`config.mk`:
```
export PLATFORM = sky130hd
export DESIGN_NAME = msgpack_token_encoder_core_flat
export DESIGN_NICKNAME = d
export VERILOG_FILES = /design/src/sv/mte_pkg.sv /design/src/sv/mte_in_if.sv /design/src/sv/mte_out_if.sv /design/src/sv/mte_token_enc.sv /design/src/sv/mte_byte_ser.sv /design/src/sv/msgpack_token_encoder_core.sv /design/src/flat_wrapper.sv
export VERILOG_INCLUDE_DIRS = /design/src /design/src/sv
export SDC_FILE = /design/constraint.sdc
export NUM_CORES = 1
export LEC_CHECK = 0
export ABC_AREA = 1
export BUFFER_PORTS_ARGS = -buffer_cell sky130_fd_sc_hd__buf_4
export CELL_PAD_IN_SITES_DETAIL_PLACEMENT = 0
export CELL_PAD_IN_SITES_GLOBAL_PLACEMENT = 1
export CORE_MARGIN = 8
export CORE_UTILIZATION = 39
export CTS_BUF_LIST = sky130_fd_sc_hd__clkbuf_4 sky130_fd_sc_hd__clkbuf_8 sky130_fd_sc_hd__clkbuf_16
export DETAILED_ROUTE_END_ITERATION = 16
export GPL_ROUTABILITY_DRIVEN = 1
export PLACE_DENSITY_LB_ADDON = 0.1
export SETUP_SLACK_MARGIN = 0.4
export SYNTH_ARGS = -nofsm -noshare
export SYNTH_HDL_FRONTEND = slang
export SYNTH_HIERARCHICAL = 1
export SYNTH_SLANG_ARGS = --single-unit
```
`constraint.sdc`:
```
create_clock -name i_clk -period 10.95 [get_ports i_clk]
set_input_delay 1.6425 -clock i_clk [delete_from_list [all_inputs] [get_ports i_clk]]
set_output_delay 1.6425 -clock i_clk [all_outputs]
set_load 0.02 [all_outputs]
```
`src/sv/msgpack_token_encoder_core_assert.svh`:
```
// ----------------------------------------------------------------------------
// msgpack_token_encoder_core_assert.svh
// Assertion macros used by mte_byte_ser. Every macro samples on the
// rising edge of i_clk and is disabled while i_rst_n is low.
// ----------------------------------------------------------------------------
`ifndef MSGPACK_TOKEN_ENCODER_CORE_ASSERT_SVH
`define MSGPACK_TOKEN_ENCODER_CORE_ASSERT_SVH

// Same-cycle implication: when ANTE holds, CONS holds in that cycle.
`define MTE_ASSERT_NOW(LBL, ANTE, CONS) \
    LBL: assert property (@(posedge i_clk) disable iff (!i_rst_n) \
        (ANTE) |-> (CONS)) else $error("mte assertion failed");

// Next-cycle implication: when ANTE holds, CONS holds in the next cycle.
`define MTE_ASSERT_NEXT(LBL, ANTE, CONS) \
    LBL: assert property (@(posedge i_clk) disable iff (!i_rst_n) \
        (ANTE) |=> (CONS)) else $error("mte assertion failed");

`endif

```
`src/sv/mte_pkg.sv`:
```
// ----------------------------------------------------------------------------
// mte_pkg
// Types, action codes and MessagePack format bytes of the token encoder.
// ----------------------------------------------------------------------------
`default_nettype none

package mte_pkg;

    // Token size limits
    localparam int TOKEN_BYTES = 9;
    localparam int TOKEN_W     = 8 * TOKEN_BYTES;
    localparam int CNT_W       = 4;
    localparam int ACTION_W    = 4;

    // Action codes
    localparam logic [ACTION_W-1:0] ACT_NIL     = 4'd0;
    localparam logic [ACTION_W-1:0] ACT_BOOL    = 4'd1;
    localparam logic [ACTION_W-1:0] ACT_INT     = 4'd2;
    localparam logic [ACTION_W-1:0] ACT_FLOAT   = 4'd3;
    localparam logic [ACTION_W-1:0] ACT_STR     = 4'd4;
    localparam logic [ACTION_W-1:0] ACT_BIN     = 4'd5;
    localparam logic [ACTION_W-1:0] ACT_ARRAY   = 4'd6;
    localparam logic [ACTION_W-1:0] ACT_MAP     = 4'd7;
    localparam logic [ACTION_W-1:0] ACT_PAYLOAD = 4'd8;

    // Format bytes
    localparam logic [7:0] MP_NIL      = 8'hc0;
    localparam logic [7:0] MP_FALSE    = 8'hc2;
    localparam logic [7:0] MP_TRUE     = 8'hc3;
    localparam logic [7:0] MP_BIN8     = 8'hc4;
    localparam logic [7:0] MP_BIN16    = 8'hc5;
    localparam logic [7:0] MP_BIN32    = 8'hc6;
    localparam logic [7:0] MP_FLOAT64  = 8'hcb;
    localparam logic [7:0] MP_UINT8    = 8'hcc;
    localparam logic [7:0] MP_UINT16   = 8'hcd;
    localparam logic [7:0] MP_UINT32   = 8'hce;
    localparam logic [7:0] MP_UINT64   = 8'hcf;
    localparam logic [7:0] MP_INT8     = 8'hd0;
    localparam logic [7:0] MP_INT16    = 8'hd1;
    localparam logic [7:0] MP_INT32    = 8'hd2;
    localparam logic [7:0] MP_INT64    = 8'hd3;
    localparam logic [7:0] MP_FIXSTR   = 8'ha0;
    localparam logic [7:0] MP_STR8     = 8'hd9;
    localparam logic [7:0] MP_STR16    = 8'hda;
    localparam logic [7:0] MP_STR32    = 8'hdb;
    localparam logic [7:0] MP_FIXARRAY = 8'h90;
    localparam logic [7:0] MP_ARRAY16  = 8'hdc;
    localparam logic [7:0] MP_ARRAY32  = 8'hdd;
    localparam logic [7:0] MP_FIXMAP   = 8'h80;
    localparam logic [7:0] MP_MAP16    = 8'hde;
    localparam logic [7:0] MP_MAP32    = 8'hdf;

    // One input token
    typedef struct packed {
        logic [ACTION_W-1:0] action;
        logic signed [63:0]  int_value;
        logic [63:0]         float_bits;
        logic [31:0]         length;
        logic                bool_value;
        logic [7:0]          payload_byte;
    } t_item;

    // Encoded token: bytes left-aligned, first byte in the top lane
    typedef struct packed {
        logic [TOKEN_W-1:0] bytes;
        logic [CNT_W-1:0]   cnt;
    } t_token;

endpackage

`default_nettype wire

```
`src/sv/mte_in_if.sv`:
```
// ----------------------------------------------------------------------------
// mte_in_if
// Token channel: valid/ready handshake with one MessagePack token per word.
// ----------------------------------------------------------------------------
`default_nettype none

interface mte_in_if;
    logic        valid;
    logic        ready;
    logic [3:0]  action;
    logic signed [63:0] int_value;
    logic [63:0] float_bits;
    logic [31:0] length;
    logic        bool_value;
    logic [7:0]  payload_byte;

    modport source (
        output valid, action, int_value, float_bits, length, bool_value,
               payload_byte,
        input  ready
    );

    modport sink (
        input  valid, action, int_value, float_bits, length, bool_value,
               payload_byte,
        output ready
    );
endinterface

`default_nettype wire

```
`src/sv/mte_out_if.sv`:
```
// ----------------------------------------------------------------------------
// mte_out_if
// Byte channel: valid/ready handshake with one encoded byte per word.
// ----------------------------------------------------------------------------
`default_nettype none

interface mte_out_if;
    logic       valid;
    logic       ready;
    logic [7:0] out_byte;
    logic       last_byte;

    modport source (
        output valid, out_byte, last_byte,
        input  ready
    );

    modport sink (
        input  valid, out_byte, last_byte,
        output ready
    );
endinterface

`default_nettype wire

```
`src/sv/mte_token_enc.sv`:
```
// ----------------------------------------------------------------------------
// mte_token_enc
// Picks the shortest MessagePack form for one token and lays its bytes out
// left-aligned, with a byte count (zero for an unused action code).
// ----------------------------------------------------------------------------
`default_nettype none

module mte_token_enc (
    input  wire mte_pkg::t_item i_item,
    output mte_pkg::t_token     o_tok
);

    logic [63:0] w_u;
    logic [31:0] w_len;
    logic        w_neg;

    assign w_u   = i_item.int_value;
    assign w_len = i_item.length;
    assign w_neg = w_u[63];

    // Select form and bytes
    always_comb begin
        o_tok.bytes = '0;
        o_tok.cnt   = '0;
        case (i_item.action)
            mte_pkg::ACT_NIL: begin
                o_tok.bytes = {mte_pkg::MP_NIL, 64'd0};
                o_tok.cnt   = 4'd1;
            end
            mte_pkg::ACT_BOOL: begin
                o_tok.bytes = {(i_item.bool_value ? mte_pkg::MP_TRUE : mte_pkg::MP_FALSE),
                               64'd0};
                o_tok.cnt   = 4'd1;
            end
            mte_pkg::ACT_INT: begin
                if (!w_neg) begin
                    if (w_u[63:7] == '0) begin
                        o_tok.bytes = {w_u[7:0], 64'd0};
                        o_tok.cnt   = 4'd1;
                    end else if (w_u[63:8] == '0) begin
                        o_tok.bytes = {mte_pkg::MP_UINT8, w_u[7:0], 56'd0};
                        o_tok.cnt   = 4'd2;
                    end else if (w_u[63:16] == '0) begin
                        o_tok.bytes = {mte_pkg::MP_UINT16, w_u[15:0], 48'd0};
                        o_tok.cnt   = 4'd3;
                    end else if (w_u[63:32] == '0) begin
                        o_tok.bytes = {mte_pkg::MP_UINT32, w_u[31:0], 32'd0};
                        o_tok.cnt   = 4'd5;
                    end else begin
                        o_tok.bytes = {mte_pkg::MP_UINT64, w_u};
                        o_tok.cnt   = 4'd9;
                    end
                end else begin
                    if (&w_u[63:5]) begin
                        o_tok.bytes = {w_u[7:0], 64'd0};
                        o_tok.cnt   = 4'd1;
                    end else if (&w_u[63:7]) begin
                        o_tok.bytes = {mte_pkg::MP_INT8, w_u[7:0], 56'd0};
                        o_tok.cnt   = 4'd2;
                    end else if (&w_u[63:15]) begin
                        o_tok.bytes = {mte_pkg::MP_INT16, w_u[15:0], 48'd0};
                        o_tok.cnt   = 4'd3;
                    end else if (&w_u[63:31]) begin
                        o_tok.bytes = {mte_pkg::MP_INT32, w_u[31:0], 32'd0};
                        o_tok.cnt   = 4'd5;
                    end else begin
                        o_tok.bytes = {mte_pkg::MP_INT64, w_u};
                        o_tok.cnt   = 4'd9;
                    end
                end
            end
            mte_pkg::ACT_FLOAT: begin
                o_tok.bytes = {mte_pkg::MP_FLOAT64, i_item.float_bits};
                o_tok.cnt   = 4'd9;
            end
            mte_pkg::ACT_STR: begin
                if (w_len[31:5] == '0) begin
                    o_tok.bytes = {(mte_pkg::MP_FIXSTR | {3'b000, w_len[4:0]}), 64'd0};
                    o_tok.cnt   = 4'd1;
                end else if (w_len[31:8] == '0) begin
                    o_tok.bytes = {mte_pkg::MP_STR8, w_len[7:0], 56'd0};
                    o_tok.cnt   = 4'd2;
                end else if (w_len[31:16] == '0) begin
                    o_tok.bytes = {mte_pkg::MP_STR16, w_len[15:0], 48'd0};
                    o_tok.cnt   = 4'd3;
                end else begin
                    o_tok.bytes = {mte_pkg::MP_STR32, w_len, 32'd0};
                    o_tok.cnt   = 4'd5;
                end
            end
            mte_pkg::ACT_BIN: begin
                if (w_len[31:8] == '0) begin
                    o_tok.bytes = {mte_pkg::MP_BIN8, w_len[7:0], 56'd0};
                    o_tok.cnt   = 4'd2;
                end else if (w_len[31:16] == '0) begin
                    o_tok.bytes = {mte_pkg::MP_BIN16, w_len[15:0], 48'd0};
                    o_tok.cnt   = 4'd3;
                end else begin
                    o_tok.bytes = {mte_pkg::MP_BIN32, w_len, 32'd0};
                    o_tok.cnt   = 4'd5;
                end
            end
            mte_pkg::ACT_ARRAY: begin
                if (w_len[31:4] == '0) begin
                    o_tok.bytes = {(mte_pkg::MP_FIXARRAY | {4'b0000, w_len[3:0]}),
                                   64'd0};
                    o_tok.cnt   = 4'd1;
                end else if (w_len[31:16] == '0) begin
                    o_tok.bytes = {mte_pkg::MP_ARRAY16, w_len[15:0], 48'd0};
                    o_tok.cnt   = 4'd3;
                end else begin
                    o_tok.bytes = {mte_pkg::MP_ARRAY32, w_len, 32'd0};
                    o_tok.cnt   = 4'd5;
                end
            end
            mte_pkg::ACT_MAP: begin
                if (w_len[31:4] == '0) begin
                    o_tok.bytes = {(mte_pkg::MP_FIXMAP | {4'b0000, w_len[3:0]}), 64'd0};
                    o_tok.cnt   = 4'd1;
                end else if (w_len[31:16] == '0) begin
                    o_tok.bytes = {mte_pkg::MP_MAP16, w_len[15:0], 48'd0};
                    o_tok.cnt   = 4'd3;
                end else begin
                    o_tok.bytes = {mte_pkg::MP_MAP32, w_len, 32'd0};
                    o_tok.cnt   = 4'd5;
                end
            end
            mte_pkg::ACT_PAYLOAD: begin
                o_tok.bytes = {i_item.payload_byte, 64'd0};
                o_tok.cnt   = 4'd1;
            end
            default: begin
                o_tok.bytes = '0;
                o_tok.cnt   = '0;
            end
        endcase
    end

endmodule

`default_nettype wire

```
`src/sv/mte_byte_ser.sv`:
```
// ----------------------------------------------------------------------------
// mte_byte_ser
// Result register: holds one encoded token and shifts it out one byte per
// word, flagging the final byte. Reports when it can take the next token.
// ----------------------------------------------------------------------------
`default_nettype none

`include "msgpack_token_encoder_core_assert.svh"

module mte_byte_ser (
    input  wire logic            i_clk,
    input  wire logic            i_rst_n,
    input  wire logic            i_load,
    input  wire mte_pkg::t_token i_tok,
    output logic                 o_free,
    mte_out_if.source            o_out
);

    logic [mte_pkg::TOKEN_W-1:0] r_buf;
    logic [mte_pkg::CNT_W-1:0]   r_cnt;
    logic                        w_take;

    // Drive the byte channel from the top lane
    assign o_out.valid     = (r_cnt != '0);
    assign o_out.out_byte  = r_buf[mte_pkg::TOKEN_W-1 -: 8];
    assign o_out.last_byte = (r_cnt == 4'd1);

    assign w_take = o_out.valid && o_out.ready;
    assign o_free = (r_cnt == '0) || ((r_cnt == 4'd1) && w_take);

    // Load a new token, or advance to the next byte
    always_ff @(posedge i_clk) begin
        if (!i_rst_n) begin
            r_cnt <= '0;
        end else if (i_load) begin
            r_cnt <= i_tok.cnt;
        end else if (w_take) begin
            r_cnt <= r_cnt - 4'd1;
        end
    end

    always_ff @(posedge i_clk) begin
        if (i_load) begin
            r_buf <= i_tok.bytes;
        end else if (w_take) begin
            r_buf <= {r_buf[mte_pkg::TOKEN_W-9:0], 8'h00};
        end
    end

    // Never overwrite bytes still pending
    `MTE_ASSERT_NOW(a_load_when_free, i_load, o_free)
    // A loaded token has between one and nine bytes
    `MTE_ASSERT_NOW(a_load_cnt, i_load,
        (i_tok.cnt != '0) && (i_tok.cnt <= 4'd9))
    // Each byte taken mid-token drops the count by one
    `MTE_ASSERT_NEXT(a_shift_cnt, w_take && !i_load && (r_cnt > 4'd1),
        r_cnt == $past(r_cnt) - 4'd1)

endmodule

`default_nettype wire

```
`src/sv/msgpack_token_encoder_core.sv`:
```
// ----------------------------------------------------------------------------
// msgpack_token_encoder_core
// MessagePack token encoder: one token in, its encoded bytes out.
// ----------------------------------------------------------------------------
// Each token word on i_tok is captured in an input register, encoded to its
// shortest MessagePack form, and placed in a result register that sends 1
// to 9 bytes on o_byte, one byte per cycle while o_byte.ready is high, most
// significant first, with last_byte high on the final one. Throughput is
// set by the byte port: single-byte tokens (payload bytes, fixints, short
// headers) flow at one per cycle while o_byte.ready is high, and while a
// multi-byte token is being sent the next token waits in the input register
// with i_tok.ready low. The first byte is valid on o_byte once the token is
// loaded from the input register into the result register. Unused action
// codes are dropped from the input register and produce no bytes.
// ----------------------------------------------------------------------------
`default_nettype none

module msgpack_token_encoder_core (
    input  wire logic i_clk,
    input  wire logic i_rst_n,
    mte_in_if.sink    i_tok,
    mte_out_if.source o_byte
);

    logic            r_in_vld;
    mte_pkg::t_item  r_item;
    mte_pkg::t_token w_tok;
    logic            w_free;
    logic            w_load;
    logic            w_adv;
    logic            w_acc;

    // Hand the held token on when the result register frees up; drop unused codes
    assign w_load      = r_in_vld && (w_tok.cnt != '0) && w_free;
    assign w_adv       = r_in_vld && (w_free || (w_tok.cnt == '0));
    assign i_tok.ready = !r_in_vld || w_adv;
    assign w_acc       = i_tok.valid && i_tok.ready;

    // Input register
    always_ff @(posedge i_clk) begin
        if (!i_rst_n) begin
            r_in_vld <= 1'b0;
        end else if (w_acc) begin
            r_in_vld <= 1'b1;
        end else if (w_adv) begin
            r_in_vld <= 1'b0;
        end
    end

    always_ff @(posedge i_clk) begin
        if (w_acc) begin
            r_item.action       <= i_tok.action;
            r_item.int_value    <= i_tok.int_value;
            r_item.float_bits   <= i_tok.float_bits;
            r_item.length       <= i_tok.length;
            r_item.bool_value   <= i_tok.bool_value;
            r_item.payload_byte <= i_tok.payload_byte;
        end
    end

    mte_token_enc u_enc (
        .i_item (r_item),
        .o_tok  (w_tok)
    );

    mte_byte_ser u_ser (
        .i_clk   (i_clk),
        .i_rst_n (i_rst_n),
        .i_load  (w_load),
        .i_tok   (w_tok),
        .o_free  (w_free),
        .o_out   (o_byte)
    );

endmodule

`default_nettype wire
```
`src/flat_wrapper.sv`:
```
// flat-port wrapper written by rule: the top's interface ports become plain ports
module msgpack_token_encoder_core_flat 
  (i_clk, i_rst_n, i_tok_valid, i_tok_action, i_tok_int_value, i_tok_float_bits, i_tok_length, i_tok_bool_value, i_tok_payload_byte, i_tok_ready, o_byte_valid, o_byte_out_byte, o_byte_last_byte, o_byte_ready);
  mte_in_if i_tok_i ();
  mte_out_if o_byte_i ();
  input  wire logic i_clk;
  input  wire logic i_rst_n;
  input wire logic [$bits(i_tok_i.valid)-1:0] i_tok_valid;
  input wire logic [$bits(i_tok_i.action)-1:0] i_tok_action;
  input wire logic [$bits(i_tok_i.int_value)-1:0] i_tok_int_value;
  input wire logic [$bits(i_tok_i.float_bits)-1:0] i_tok_float_bits;
  input wire logic [$bits(i_tok_i.length)-1:0] i_tok_length;
  input wire logic [$bits(i_tok_i.bool_value)-1:0] i_tok_bool_value;
  input wire logic [$bits(i_tok_i.payload_byte)-1:0] i_tok_payload_byte;
  output wire logic [$bits(i_tok_i.ready)-1:0] i_tok_ready;
  output wire logic [$bits(o_byte_i.valid)-1:0] o_byte_valid;
  output wire logic [$bits(o_byte_i.out_byte)-1:0] o_byte_out_byte;
  output wire logic [$bits(o_byte_i.last_byte)-1:0] o_byte_last_byte;
  input wire logic [$bits(o_byte_i.ready)-1:0] o_byte_ready;
  assign i_tok_i.valid = i_tok_valid;
  assign i_tok_i.action = i_tok_action;
  assign i_tok_i.int_value = i_tok_int_value;
  assign i_tok_i.float_bits = i_tok_float_bits;
  assign i_tok_i.length = i_tok_length;
  assign i_tok_i.bool_value = i_tok_bool_value;
  assign i_tok_i.payload_byte = i_tok_payload_byte;
  assign i_tok_ready = i_tok_i.ready;
  assign o_byte_valid = o_byte_i.valid;
  assign o_byte_out_byte = o_byte_i.out_byte;
  assign o_byte_last_byte = o_byte_i.last_byte;
  assign o_byte_i.ready = o_byte_ready;
  msgpack_token_encoder_core u_core (.i_clk(i_clk), .i_rst_n(i_rst_n), .i_tok(i_tok_i), .o_byte(o_byte_i));
endmodule
```
After elaboration in Yosys (flattened, before gate mapping):

Index checks and enable logic that the tools add are counted.

* register bits: 250
* latch bits: 0
* memory bits (writable): 0
* memory bits (read-only): 0
* bits of input ports: 177
* output and inout bits: 11
* logic and storage cells: 74
* memories: 0

* $add $sub $neg: 1
* $mul: 0
* div/mod/pow operators: 0
* $lt $le $gt $ge: 0
* eq/ne operators: 9
* shift-type cells: 0
* mux-type cells: 26
* bitwise gates (word level): 0
* reductions and logical operators: 29

Operator list (count)
* 76-bit one-hot mux with 9 select lines: 1
* 70-bit 2-to-1 mux: 7
* 69-bit 2-to-1 mux: 5
* 76-bit 2-to-1 mux: 3
* 75-bit 2-to-1 mux: 3
* 72-bit 2-to-1 mux: 2
* 59-bit AND reduction: 1
* 57-bit logical NOT: 1
* 57-bit AND reduction: 1
* 56-bit logical NOT: 1
* 49-bit AND reduction: 1
* 48-bit logical NOT: 1
* 33-bit AND reduction: 1
* 32-bit logical NOT: 1
* 28-bit logical NOT: 1
* 27-bit logical NOT: 1
* 24-bit logical NOT: 1
* 4-bit by 3-bit == test with 1-bit output (second input constant): 4
* 16-bit logical NOT: 1
* 4-bit logical NOT: 3
* 4-bit by 1-bit == test with 1-bit output (second input constant): 2
* 4-bit by 2-bit == test with 1-bit output (second input constant): 2
* 4-bit 2-to-1 mux: 2
* 4-bit nonzero test: 2
* other kinds (7): 17

Logic depth before layout (Yosys ltp):

Gate-level depths: netlist of the first run.

* depth in word-level cells: 13
* depth in mapped cells: 20
* gate-level depth less buffers: 19

Cells and area by module:

The synthesis of the first run kept the hierarchy.

By module, submodules not included
* msgpack_token_encoder_core: times used 1, cells an instance 185, area each 5276.3 µm², seq. area each 5215.0 µm²
* mte_token_enc: times used 1, cells an instance 959, area each 4332.9 µm², seq. area each 0.0 µm²
* mte_byte_ser: times used 1, cells an instance 347, area each 3392.0 µm², seq. area each 2242.2 µm²

Worst setup path after synthesis of the first run:

No wires, ideal clock.

* kind: input to register
* start point: input o_byte_ready
* end point: register u_core/r_item[0] in the netlist's numbering (enable)
* setup time: 0.763 ns
* arrival: 10.433 ns
* path slack: -0.245 ns
* stages on the path: 4
* buffers on the path: 0
* cell sequence: nand2_4 o21ai_0 nor2_4 a21oi_1

* longest elaborated chain between the ends: 7

Ends and longest elaborated chain
* start: declaration: line flat_wrapper.sv:19 `input wire logic [$bits(o_byte_i.ready)-1:0] o_byte_ready;`
* 1-bit logical AND: line mte_byte_ser.sv:28 `assign w_take = o_out.valid && o_out.ready;`
* 1-bit logical AND: line mte_byte_ser.sv:29 `assign o_free = (r_cnt == '0) || ((r_cnt == 4'd1) && w_take);`
* 1-bit logical OR: line mte_byte_ser.sv:29
* named net u_core.w_free: line msgpack_token_encoder_core.sv:28 `logic w_free;`
* 1-bit logical OR: line msgpack_token_encoder_core.sv:35 `assign w_adv = r_in_vld && (w_free || (w_tok.cnt == '0));`
* 1-bit logical AND: line msgpack_token_encoder_core.sv:35
* 1-bit logical OR: line msgpack_token_encoder_core.sv:36 `assign i_tok.ready = !r_in_vld || w_adv;`
* 1-bit logical AND: line msgpack_token_encoder_core.sv:37 `assign w_acc = i_tok.valid && i_tok.ready;`
* named net u_core.w_acc: line msgpack_token_encoder_core.sv:31 `logic w_acc;`
* end: declaration: line msgpack_token_encoder_core.sv:26 `mte_pkg::t_item r_item;`

The timed path passes the listed nets, and every way through them passes these cells.
A chain may end at the register's enable or synchronous reset.

==> results.md, run 1 <==
- The clock-pin slew reported for the worst setup and hold paths after clock tree synthesis is 60 ps.
- The count of buffers inserted at the top-level ports is 187.
- The synthesized instance count is 1491.
- The cell type contributing the most total cell area after synthesis is edfxtp_1.
- The number of buffers on the longest clock path is 3.
- Relative to the synthesized area, the layout overhead comes to 20.8%.
- The detailed router's first-iteration violation count is 1096.
- Dividing total power by cell area gives a power density of 200 nW/µm².
- The max-capacitance violation count is 0.
- The diode insertion count for antenna repair is 0.
- The root buffer cell is clkbuf_16.
- For this design, the CTS-stage hold fixing added 0 buffers.
- The number of unique standard cell types used by synthesis is 42.
- The final clock skew is 11.7 ps.
- The vertical extent of the die is 199 µm.
- The accumulated negative setup slack is 0 ps.
- Setup repair after global routing left no endpoint under its margin.
- The run finished with clean final reports.
- Across every metal layer, demand over resource in global routing totals 23.2%.
- The floorplan die area is 39400 µm².
- The portion of synthesized cell area occupied by the leading cell type is 56.6%.
- Wires add up to 46.2 mm.
- Walking the worst path, the cells encountered are buf_4 -> inv_2 -> nor2_1 -> nand2_1 -> nor2_1 -> nand2_1 -> inv_1 -> o22ai_1 -> o21ai_0 -> nor2_1 -> nand2_1 -> nand2_2 -> buf_4.
- The clock network latency to the later pin of the worst-skew pair is 560 ps.
- After detailed placement, the total cell area comes to 14700 µm².
- The leakage power of the design is 6.69 nW.
- The maximum net fanout on the critical path is 28.
- The share of the Yosys chip area taken by registers is 57.4%.
- After floorplanning, the core was sized to cover 33200 µm².
- Cells fill 47.3% of the core in the end.
- The startpoint class of the critical path is a flip-flop.
- The data arrival time of the critical path is 3580 ps.
- The number of antenna violations at the first check in global routing is 0.
- The routed length per placed instance is 21.6 µm.
- The via total after detailed routing is 11100.
- The die width is 199 µm.
- The final layout contains 1841 nets.
- The min-delay analysis places its worst path in the category flip-flop to flip-flop.
- Counting flops and latches in the post-synthesis netlist gives 250.
- The post-synthesis average cell area is 8.72 µm².
- For this design, the slowest cell found on the critical path is nand2_1.
- The number of hold-slack violations in the final timing report is 0.
- The number of H-tree branching levels is 1.
- Entering global routing, the biggest net connects 144 pins.
- The placed wire-length estimate after detailed placement is 34.8 mm.
- The first-pass GRT wire length is 68.4 mm.
- Once the clock tree was built, the resizer swapped 0 gates to a different size.
- In the post-synthesis netlist, the biggest area contributors are edfxtp_1 57%, nand2_1 15%, nor2_1 5.9%.
- For this run, the detailed router's first-pass iteration total came to 5.
- The final count of negative-setup-slack endpoints is 0.
- The number of nets handed over by synthesis was 1670.
- The critical path contains buffers and inverters numbering 4 combined.
- In this design, the stage delay of the slowest critical-path cell is 370 ps.
- After synthesis the cells add up to 13000 µm².
- The post-route worst hold slack is 510 ps.
- The max-slew violation count is 0.
- In this run the count of I/O pins placed on the die edge is 188.
- The worst-case vdd ir drop is 0.000209 V.
- For this run, the top clock speed supported by timing is 191 MHz.
- With fillers left out, the area of the finished cells amounts to 15700 µm².
- The final weighted congestion of routability-driven global placement is 0.933.
- STA puts the critical path data required time at 9310 ps.
- The clock period minus final worst setup slack is 5220 ps.
- The TritonCTS clock tree is done.
- The kind of critical path is flip-flop to output port.
- The fraction of final layout cells with drive strength greater than 1 is 17.5%.
- After detailed routing, the number of vias per cell comes to 5.21.
- Summed over all layers, the global routing overflow is 0.
- For this run, design rule violations remaining after detail routing come to 0.
- The relative max-transition margin is 29.8%.
- During synthesis, Yosys emitted a total of 6 warnings.
- For this configuration, the core starts out at a cell density of 39.2%.
- In this design, the largest share of critical-path delay is due to simple AND/OR/NAND/NOR gates.
- The number of clock buffers added by TritonCTS is 29.
- STA classifies the critical path endpoint as an output port.
- For the pin with the worst max-slew slack, the measured transition is 1050 ps.
- The number of global-route vias before repair is 11100.
- Buffers added to address setup during post-CTS repair amount to 0.
- The worst path uses 47.7% of the clock period.
- The total power of the final layout is 0.00315 W.
- The number of sinks handled by clock tree synthesis is 250.
- The number of nets with antenna violations after detailed routing is 0.
- The floorplan has 67 rows.
-- state kept, by name, indices dropped and copies added, names as in the netlist --
name	flops
u_core/r_in_vld	1
u_core/u_ser/r_cnt	4
u_core/u_ser/r_buf	72
u_core/r_item	173
-- tightest hold or removal path: cells and delay by family (launching register included) --
family / cells / cell delay, ps
flip-flops: 1 / 320
AND/OR/NAND/NOR: 2 / 90
-- cell type report --
| cell class | count | area (µm²) |
|---|---|---|
| repair buffers | 194 | 1470 |
| well taps | 448 | 561 |
| clock buffers | 33 | 756 |
| inverters | 128 | 482 |
| multi-input cells | 1059 | 4760 |
| clock inverters | 21 | 226 |
| flip-flops and latches | 250 | 7460 |
| fillers | 3347 | 17500 |
-- layout by cell type (no fill, tap or decap), types with 22 or more instances in the layout --
| cell type | count |
|---|---|
| nor2_1 | 203 |
| a22oi_1 | 22 |
| nand3_1 | 91 |
| buf_4 | 193 |
| clkbuf_16 | 29 |
| inv_1 | 118 |
| nand4_1 | 29 |
| o21ai_0 | 92 |
| nand2_1 | 513 |
| edfxtp_1 | 245 |
| a21oi_1 | 29 |
-- power by group --
| part | switching, W | leakage [nW] | total [W] | internal (W) |
|---|---|---|---|---|
| combinational | 0.000474 | 3.80 | 0.000677 | 0.000203 |
| sequential | 0.000110 | 2.42 | 0.00148 | 0.00137 |
| clock | 0.000402 | 0.476 | 0.000995 | 0.000593 |
| total | 0.000985 | 6.69 | 0.00315 | 0.00216 |
-- cell usage after synthesis, drive strengths merged --
cell type / instances
and2: 3
and3: 1
o22ai: 3
nand3b: 4
nand3: 96
nor2: 221
clkbuf: 15
o41ai: 1
ha: 2
edfxtp: 245
o21ai: 100
a31oi: 1
a21oi: 33
or2: 1
nand4: 29
xor2: 1
nor3: 11
buf: 39
o2bb2ai: 1
o21bai: 3
a22oi: 22
inv: 126
dfxtp: 5
clkinv: 2
nand2: 526
-- layer usage --
metal / vias up / GRT usage, % / routed length [µm]
li1: 5294 / - / -
met1: 5316 / 34.5 / 21800
met2: 425 / 33.8 / 19600
met3: 74 / 3.70 / 3180
met4: 0 / 7.66 / 1580
met5: - / 0 / 0
-- logic make-up after synthesis --
| kind of cell | after synthesis | synth area share, % |
|---|---|---|
| simple gates | 892 | 29.1 |
| fa+ha+maj | 2 | 0.192 |
| buf+inv | 182 | 6.19 |
| xor+xnor | 1 | 0.0674 |
| flops | 250 | 57.4 |
| compound gates | 164 | 7.06 |
-- through the flow --
stage,setup WS (ps),cells
global placement,6390,2079
finish,5730,2133
detailed placement,6300,2079
CTS,5750,2133
global route,5450,2133
floorplan,3670,1491
-- final timing paths --
check                              start                     end  slack, ps  cells past startpoint
setup / recovery      u_core/r_item[168]             i_tok_ready       5730                     13
hold / removal    u_core/u_ser/r_buf[54]  u_core/u_ser/r_buf[62]        510                      2
setup reg to reg      u_core/r_item[168]       u_core/r_item[97]       6190                     14
hold reg to reg   u_core/u_ser/r_buf[54]  u_core/u_ser/r_buf[62]        510                      2
Note: power is estimated with default switching activity, not from simulation.
==> run 2, diff against run 1 <==
--- a/config.mk
+++ b/config.mk
@@ -6,12 +6,12 @@
 export SDC_FILE = /design/constraint.sdc
 export NUM_CORES = 1
 export LEC_CHECK = 0
-export ABC_AREA = 1
+export ABC_AREA = 0
 export BUFFER_PORTS_ARGS = -buffer_cell sky130_fd_sc_hd__buf_4
 export CELL_PAD_IN_SITES_DETAIL_PLACEMENT = 0
 export CELL_PAD_IN_SITES_GLOBAL_PLACEMENT = 1
 export CORE_MARGIN = 8
-export CORE_UTILIZATION = 39
+export CORE_UTILIZATION = 42
 export CTS_BUF_LIST = sky130_fd_sc_hd__clkbuf_4 sky130_fd_sc_hd__clkbuf_8 sky130_fd_sc_hd__clkbuf_16
 export DETAILED_ROUTE_END_ITERATION = 16
 export GPL_ROUTABILITY_DRIVEN = 1
==> constraint.sdc (replaced) <==
create_clock -name i_clk -period 4.7 [get_ports i_clk]
set_input_delay 0.705 -clock i_clk [delete_from_list [all_inputs] [get_ports i_clk]]
set_output_delay 0.705 -clock i_clk [all_outputs]
set_load 0.02 [all_outputs]
==> run 2 against run 1 <==
Effect of this change:
- routed wire length decreased by 12%
- sequential share of layout area increased by 2.8 points
- clock power is 110% higher
- register-to-register slack worse by 5400 ps
- clock-buffer cell count increased by 3
- final cell count shrank 30%
- die area is 14% lower
- critical path depth shrank 4
==> results.md, run 2 <==
- The portion of synthesized cell area occupied by the leading cell type is 61.6%.
- Of all nets on the critical path, the largest fanout is 7.
- The synthesized flop and latch total is 250.
- The clock-pin slew reported for the worst setup and hold paths after clock tree synthesis is 60 ps.
- The remaining design rule violation count is 0.
- The summed instance area of the synthesized netlist is 11900 µm².
- The top achievable clock speed is 237 MHz.
- Compared with the post-synthesis result, the final layout area differs by 24.2%.
- In this run, the number of DRC markers left after iteration 0 of detailed routing was 835.
- Summed over all layers, the routed wires come to 40.8 mm.
- The largest single stage delay on the critical path is 620 ps.
- The critical path is of the flip-flop to output port type.
- The analysis attributes to net switching a power of 0.00212 W.
- The number of fill cells is 2430.
- The worst path uses 89.6% of the clock period.
- The clock reaches the later pin of the worst-skew pair after 540 ps.
- Measured in cells, the most critical reg-to-reg path has a length of 11.
- The synthesized instance count is 909.
- The synthesized netlist net count is 1088.
- The switching part of the total is 28.9%.
- The critical path buffer and inverter count is 1.
- The row count is 61.
- The register ranked first by flip-flop count is u_core/r_item.
- In this run the tightest slew margin relative to its limit is 18.6%.
- The overall overflow remaining after global route is 0.
- The leading cell type in the layout, fill and taps excluded is edfxtp_1.
- In this run the tool buffered the top-level ports with 187 buffer cells.
- The core utilization of the finished layout is 53.2%.
- The sequential power share is 49.6%.
- Setup repair after global routing left no endpoint under its margin.
- The flow ran to the end, and the final reports show no timing, DRC or antenna violations.
- The capturing element type of the critical path is an output port.
- The vertical extent of the die is 185 µm.
- The library cells used most frequently in the layout, excluding fill and tap cells, are 245 x edfxtp_1, 221 x buf_4, 74 x a21oi_1.
- The required time of the critical path is 3990 ps.
- The endpoint of the worst hold path is u_core/r_item[57].
- The largest registers in the layout are u_core/r_item x173, u_core/u_ser/r_buf x72, u_core/u_ser/r_cnt x4.
- Once placement completed, the tool counted placed cells totaling 1440.
- In this run the most critical hold path is launched from i_tok_float_bits[16].
- The worst path in the final design needs a cycle of 4210 ps, including I/O delays and setup.
- STA classifies the critical path startpoint as a flip-flop.
- The number of antenna violations at the first check in global routing came to 0.
- The actual slew at the worst max-slew pin is 1220 ps.
- The effective utilization at floorplan is 42.9%.
- The cell type contributing the most total cell area after synthesis is edfxtp_1.
- The power density normalized to cell area is 494 nW/µm².
- On the final layout, the worst hold slack is 335 ps.
- The register with the most flip-flops in the layout has 173 of them.
- The global router's overall resource usage is 23.2%.
- The prevailing post-synth register cell is edfxtp_1.
- The standard cell core area is 27900 µm².
- Of the total power, combinational logic draws 22.6%.
- The fraction of the yosys area taken by sequential cells is 62.4%.
- Routability-driven placement finished with a final weighted congestion of 0.973.
- The root buffer cell is clkbuf_16.
- The part of the total power dissipated in the clock network is 27.8%.
- The fraction of final layout cells with drive strength greater than 1 is 33.5%.
- Across the whole layout, storage elements account for 7460 µm².
- The number of H-tree branching levels is 1.
- The floorplan die area is 34100 µm².
- The number of hold-slack violations in the final timing report is 0.
- The first global-routing pass estimated 59.0 mm of wire.
- The layout net count is 1277.
- The slack of the worst reg-to-reg path is 810 ps.
- The number of global-route vias before repair is 8996.
- The HPWL after detailed placement is 29.9 mm.
- The final clock skew is 13.8 ps.
- The max-capacitance violation count is 0.
- IR analysis of the VDD net gives a maximum drop of 0.000344 V.
- In the post-synthesis netlist, the biggest area contributors are edfxtp_1 62%, mux2_2 6.0%, a21oi_1 3.1%.
- Data on the critical path arrives at its endpoint at 3510 ps.
- The number of detailed-routing iterations run before antenna repair is 5.
- The count of non-filler cells in the finished layout is 1496.
- The routed length per placed instance is 27.2 µm.
- The area of combinational cells with multiple inputs is 4220 µm².
- In this run the remaining antenna-violating nets after routing total 0.
- In this run the count of I/O pins placed on the die edge is 188.
- Dividing the detail-routed via count by the number of cells gives 6.05.
- The worst min-delay path category is input port to flip-flop.
- The design draws 0.00732 W.
- Traced cell by cell, the critical path runs through or4_4 -> nor2_4 -> and3_1 -> a21oi_1 -> o21ai_0 -> o21ai_0 -> or4_4 -> nand3_1 -> buf_4.
- The number of buffers inserted during clock tree synthesis is 27.
- Prior to clock tree synthesis, the placed netlist has a worst setup slack of 699 ps.
- The diode insertion count for antenna repair is 0.
- The worst-path cell with the longest stage delay is or4_4.
- The async set or reset register ratio after synthesis is 0%.
- In this run the static leakage power is 5.37 nW.
- Averaged over all synthesized cells, the footprint is 13.1 µm².
- Yosys instantiated no cell more often than edfxtp_1.
- The critical path's top delay family is simple AND/OR/NAND/NOR gates.
- The floorplan step set the die width to 185 µm.
- The number of enable flip-flop cells after synthesis is 245.
- The final count of negative-setup-slack endpoints is 0.
- The detailed router placed 9054 vias in this run.
- The commonest cells after synthesis are 245 x edfxtp_1, 75 x a21oi_1, 64 x mux2_2.
- The max-slew violation count is 0.
- Entering global routing, the biggest net connects 74 pins.
- The TritonCTS clock tree is done.
- The startpoint identified for the worst register-to-register timing path is u_core/r_item[117].
- In the post-route analysis, the smallest setup slack over all paths is 488 ps.
- The number of unique standard cell types used by synthesis is 77.
- The warning count from the yosys run is 6.
- The number of buffers on the longest clock path is 3.
- The instance count along the most critical hold path is 1.
- The internal portion of the total power is 0.00520 W.
- The number of sinks handled by clock tree synthesis is 250.
- The reg-to-reg endpoint is u_core/u_ser/r_buf[5].
-- run 2: cell count changes after synthesis, moves of 11 or more --
cell,change
nand2_1,-483
nor2_1,-172
inv_1,-100
nand3_1,-73
mux2_2,+64
o21ai_0,-47
a21oi_1,+45
a22o_1,+31
nor4_1,+19
o211ai_1,+19
and2_1,+16
clkbuf_1,+16
and3_1,+11
-- run 2: final cells by class --
| class | count | share of cell area, % |
|---|---|---|
| clock buffers | 36 | 5.01 |
| clock inverters | 13 | 0.726 |
| inverters | 18 | 0.456 |
| multi-input cells | 575 | 28.4 |
| flip-flops and latches | 250 | 50.3 |
| well taps | 378 | 3.19 |
| repair buffers | 226 | 11.9 |
-- run 2: worst max path at each step --
stage	start	slack, ps	depth (start not counted)	end
5_1_grt	u_core/r_item[122]	420	10	i_tok_ready
3_3_place_gp	u_core/r_item[168]	650	11	u_core/u_ser/r_buf[7]
6_report	u_core/r_item[117]	490	9	i_tok_ready
4_1_cts	u_core/r_item[168]	420	9	i_tok_ready
2_1_floorplan	u_core/r_item[131]	-920	8	u_core/r_item[0]
3_5_place_dp	u_core/r_item[168]	700	11	u_core/u_ser/r_buf[23]
-- run 2: power groups by stage --
stage / Clock (W) / Sequential, W / Combinational [W]
2_1_floorplan: 0 / 0.00350 / 0.00111
3_3_place_gp: 0 / 0.00367 / 0.00159
3_5_place_dp: 0 / 0.00367 / 0.00162
4_1_cts: 0.00209 / 0.00363 / 0.00163
5_1_grt: 0.00217 / 0.00367 / 0.00176
6_report: 0.00204 / 0.00363 / 0.00165
-- run 2: repair_timing --
item,4_1_cts,5_1_grt
hold buffers,0,0
gates cloned,0,0
endpoints found under the setup margin,1,1
resized for setup,3,7
pin swaps,0,1
buffers inserted,0,7
-- run 2: metal layers --
layer / global-route usage (%) / part of all wire [%] / up-vias
met5: 0 / 0 / -
met4: 6.21 / 2.5 / 0
met3: 4.41 / 7.7 / 53
met2: 36.9 / 46 / 437
met1: 32.3 / 43 / 4521
li1: - / - / 4043
-- run 2: logic make-up (layout without fill, tap and decap cells) --
family	Yosys count	count (layout)	share of synthesized area, %
mux	68	68	6.37
compound gates	287	287	16.5
buf+inv	84	293	3.29
fa+ha+maj	3	3	0.304
flops	250	250	62.4
simple gates	217	217	11.1
-- run 2: through the flow --
stage / instance area, µm² / TNS, ps
floorplan: 12000 / -158950
global placement: 13900 / 0
detailed placement: 13900 / 0
CTS: 14700 / 0
global route: 14800 / 0
finish: 14800 / 0
==> run 3, diff against run 2 <==
--- a/config.mk
+++ b/config.mk
@@ -15,7 +15,7 @@
 export CTS_BUF_LIST = sky130_fd_sc_hd__clkbuf_4 sky130_fd_sc_hd__clkbuf_8 sky130_fd_sc_hd__clkbuf_16
 export DETAILED_ROUTE_END_ITERATION = 16
 export GPL_ROUTABILITY_DRIVEN = 1
-export PLACE_DENSITY_LB_ADDON = 0.1
+export PLACE_DENSITY = 0.86
 export SETUP_SLACK_MARGIN = 0.4
 export SYNTH_ARGS = -nofsm -noshare
 export SYNTH_HDL_FRONTEND = slang
==> run 3 against run 2 <==
Effect of this change:
- maximum frequency is 0.72% higher
- global-route usage is 0.85 points lower
- core utilization hardly changed
- setup slack better by 30 ps
- combinational power is 5% lower
- via count is 1.8% higher
- first-iteration DRC count is 38% higher
- die area stayed put
- sequential power hardly changed
- worst hold slack worse by 6.2 ps
- routed wire length is 3.5% lower
- critical endpoint unchanged
==> results.md, run 3 (synthesis results as in run 2) <==
- The maximum net fanout on the critical path is 6.
- The fraction of power consumed by combinational cells is 20.9%.
- The area of all placed cells without fillers is 14800 µm².
- The aggregate routed wire length is 39.3 mm.
- The final count of negative-setup-slack endpoints is 0.
- The pre-CTS setup slack is 754 ps.
- Compared with the post-synthesis result, the final layout area differs by 24.1%.
- The switching part of the total is 28.4%.
- Leaving out fill and tap cells, the most frequent cell in the layout is edfxtp_1.
- The clock network latency to the later pin of the worst-skew pair is 550 ps.
- The data arrival time of the critical path is 3480 ps.
- The floorplan die area is 34100 µm².
- Leaving out fill and tap cells, the most frequent cells in the layout are 245 x edfxtp_1, 215 x buf_4, 74 x a21oi_1.
- For this design the top-level I/O count stands at 188.
- The die is 185 µm tall.
- The first global-routing pass estimated 57.7 mm of wire.
- At the end of the flow, the number of nets in the layout was 1269.
- The number of global-route vias before repair is 9130.
- CTS built an H-tree with a depth of 1.
- The TritonCTS clock tree is done.
- After floorplanning, the core was divided into 61 placement rows.
- Global routing consumed, over all layers together, 22.4% of the routing resources.
- The actual slew at the worst max-slew pin is 927 ps.
- The clock network is responsible for 30.4% of the overall power.
- The worst setup path is of the flip-flop to output port kind.
- The clock-pin slew reported for the worst setup and hold paths after clock tree synthesis is 60 ps.
- The final weighted congestion of routability-driven global placement is 1.03.
- The largest registers in the layout are u_core/r_item x173, u_core/u_ser/r_buf x72, u_core/u_ser/r_cnt x4.
- The share of the cycle needed by the critical path after routing is 89.0%.
- The clock period minus final worst setup slack is 4180 ps.
- The placement-stage cell area is 13800 µm².
- Cell internal power was estimated by the tool at 0.00535 W.
- Dividing the detail-routed wire length by the instance count gives 26.4 µm.
- Counting the buffers created by CTS gives 28.
- The detailed router's first-iteration violation count is 1154.
- On the worst path, the slowest cell contributes a delay of 580 ps.
- The relative max-transition margin is 37.7%.
- Dividing the detail-routed via count by the number of cells gives 6.19.
- The total power of the final layout is 0.00747 W.
- Counting flops per register, the top entry is u_core/r_item.
- The flip-flop count of the largest register, all copies and words added is 173.
- Of the cells placed in the final design, the portion with a size suffix greater than 1 is 33.7%.
- The slowest stage of the critical path is the edfxtp_1 cell.
- The leakage power of the design is 5.37 nW.
- The number of nets with antenna violations after detailed routing is 0.
- The top achievable clock speed is 239 MHz.
- The longest clock path from root to sink contains 3 buffers.
- The worst-case IR drop observed on VDD is 0.000392 V.
- For the final database, setup skew stands at 29.4 ps.
- The startpoint class of the critical path is a flip-flop.
- The number of hold-slack violations in the final timing report is 0.
- The net switching component of the power is 0.00213 W.
- Registers are responsible for 48.7% of the overall power.
- Once the floorplan was initialized, standard cells occupied 42.9% of the core.
- Setup total negative slack on the finished layout was measured at 0 ps.
- Setup repair after global routing left no endpoint under its margin.
- The count of buffers inserted at the top-level ports is 187.
- The run finished with clean final reports.
- The number of detailed-routing iterations run before antenna repair is 6.
- The worst path meets setup with 518 ps of slack.
- The worst min-delay path category is input port to flip-flop.
- The required time of the critical path is 3990 ps.
- The number of antenna diodes in the final layout is 0.
- The die width is 185 µm.
- The remaining design rule violation count is 0.
- The number of antenna violations at the first check in global routing is 0.
- The capturing element type of the critical path is an output port.
- The placed wire-length estimate after detailed placement is 28.4 mm.
- The signal on the critical path passes through nand4_1 -> nor3_1 -> and3_1 -> nand3_1 -> o21ai_0 -> o21ai_0 -> or4_4 -> nand3_1 -> buf_4.
- Power spread over the standard cell area amounts to 504 nW/µm².
- The clock net in this run drives a total of 250 sinks.
- The overall overflow remaining after global route is 0.
- The max-slew violation count came to 0.
- Max-cap violations in this run came to 0.
- The total area inside the core boundary comes to 27900 µm².
- Entering global routing, the biggest net connects 101 pins.
- The tree is rooted in a clkbuf_16.
- The final route contains 9219 vias.
[run 3: through the flow]
step           utilization [%]  cells  hold WS (ps)
3_5_place_dp              49.4   1432           532
4_1_cts                   53.0   1485           304
6_report                  53.2   1490           329
5_1_grt                   53.2   1490           304
2_1_floorplan                -    909           525
3_3_place_gp              49.4   1432           525
[run 3: final cells by class]
| cell class | instances | area, µm² |
|---|---|---|
| multi-input cells | 575 | 4190 |
| repair buffers | 217 | 1650 |
| well taps | 378 | 473 |
| flip-flops and latches | 250 | 7460 |
| clock buffers | 37 | 787 |
| clock inverters | 15 | 195 |
| inverters | 18 | 67.6 |
| fillers | 2349 | 13000 |
[run 3: final timing paths]
kind                           from                     end  slack (ps)  depth (start not counted)
max reg2reg      u_core/r_item[163]  u_core/u_ser/r_buf[44]         910                         10
min reg2reg  u_core/u_ser/r_buf[54]  u_core/u_ser/r_buf[62]         540                          1
max              u_core/r_item[163]             i_tok_ready         520                          9
min             i_tok_float_bits[4]       u_core/r_item[45]         330                          1
[run 3: critical path: cells and delay by family, from the launching register on]
family                 cells  cell delay (ps)
DFF                        1              580
AOI/OAI and AO/OA          2              410
and+or+nand+nor            6             1790
buffers and inverters      1              160
[run 3: layer usage]
metal	vias up	part of all wire [%]	global-route usage (%)
met5	-	0	0
met3	79	9.1	5.08
met4	0	3.4	7.17
li1	4028	-	-
met1	4585	41	30.4
met2	527	47	35.2
[run 3: what timing repair did]
item / in CTS / in global routing
pin swaps: 0 / 1
setup endpoints to repair: 1 / 1
resized for setup: 2 / 5
cloned: 0 / 0
setup buffers: 1 / 5
hold buffers: 0 / 0
hold endpoints to repair: 0 / 0
[run 3: power groups by stage]
stage | Clock [W] | Sequential, W | Combinational (W)
2_1_floorplan | 0 | 0.00350 | 0.00111
3_3_place_gp | 0 | 0.00367 | 0.00149
3_5_place_dp | 0 | 0.00368 | 0.00153
4_1_cts | 0.00231 | 0.00363 | 0.00155
5_1_grt | 0.00241 | 0.00368 | 0.00169
6_report | 0.00227 | 0.00364 | 0.00156
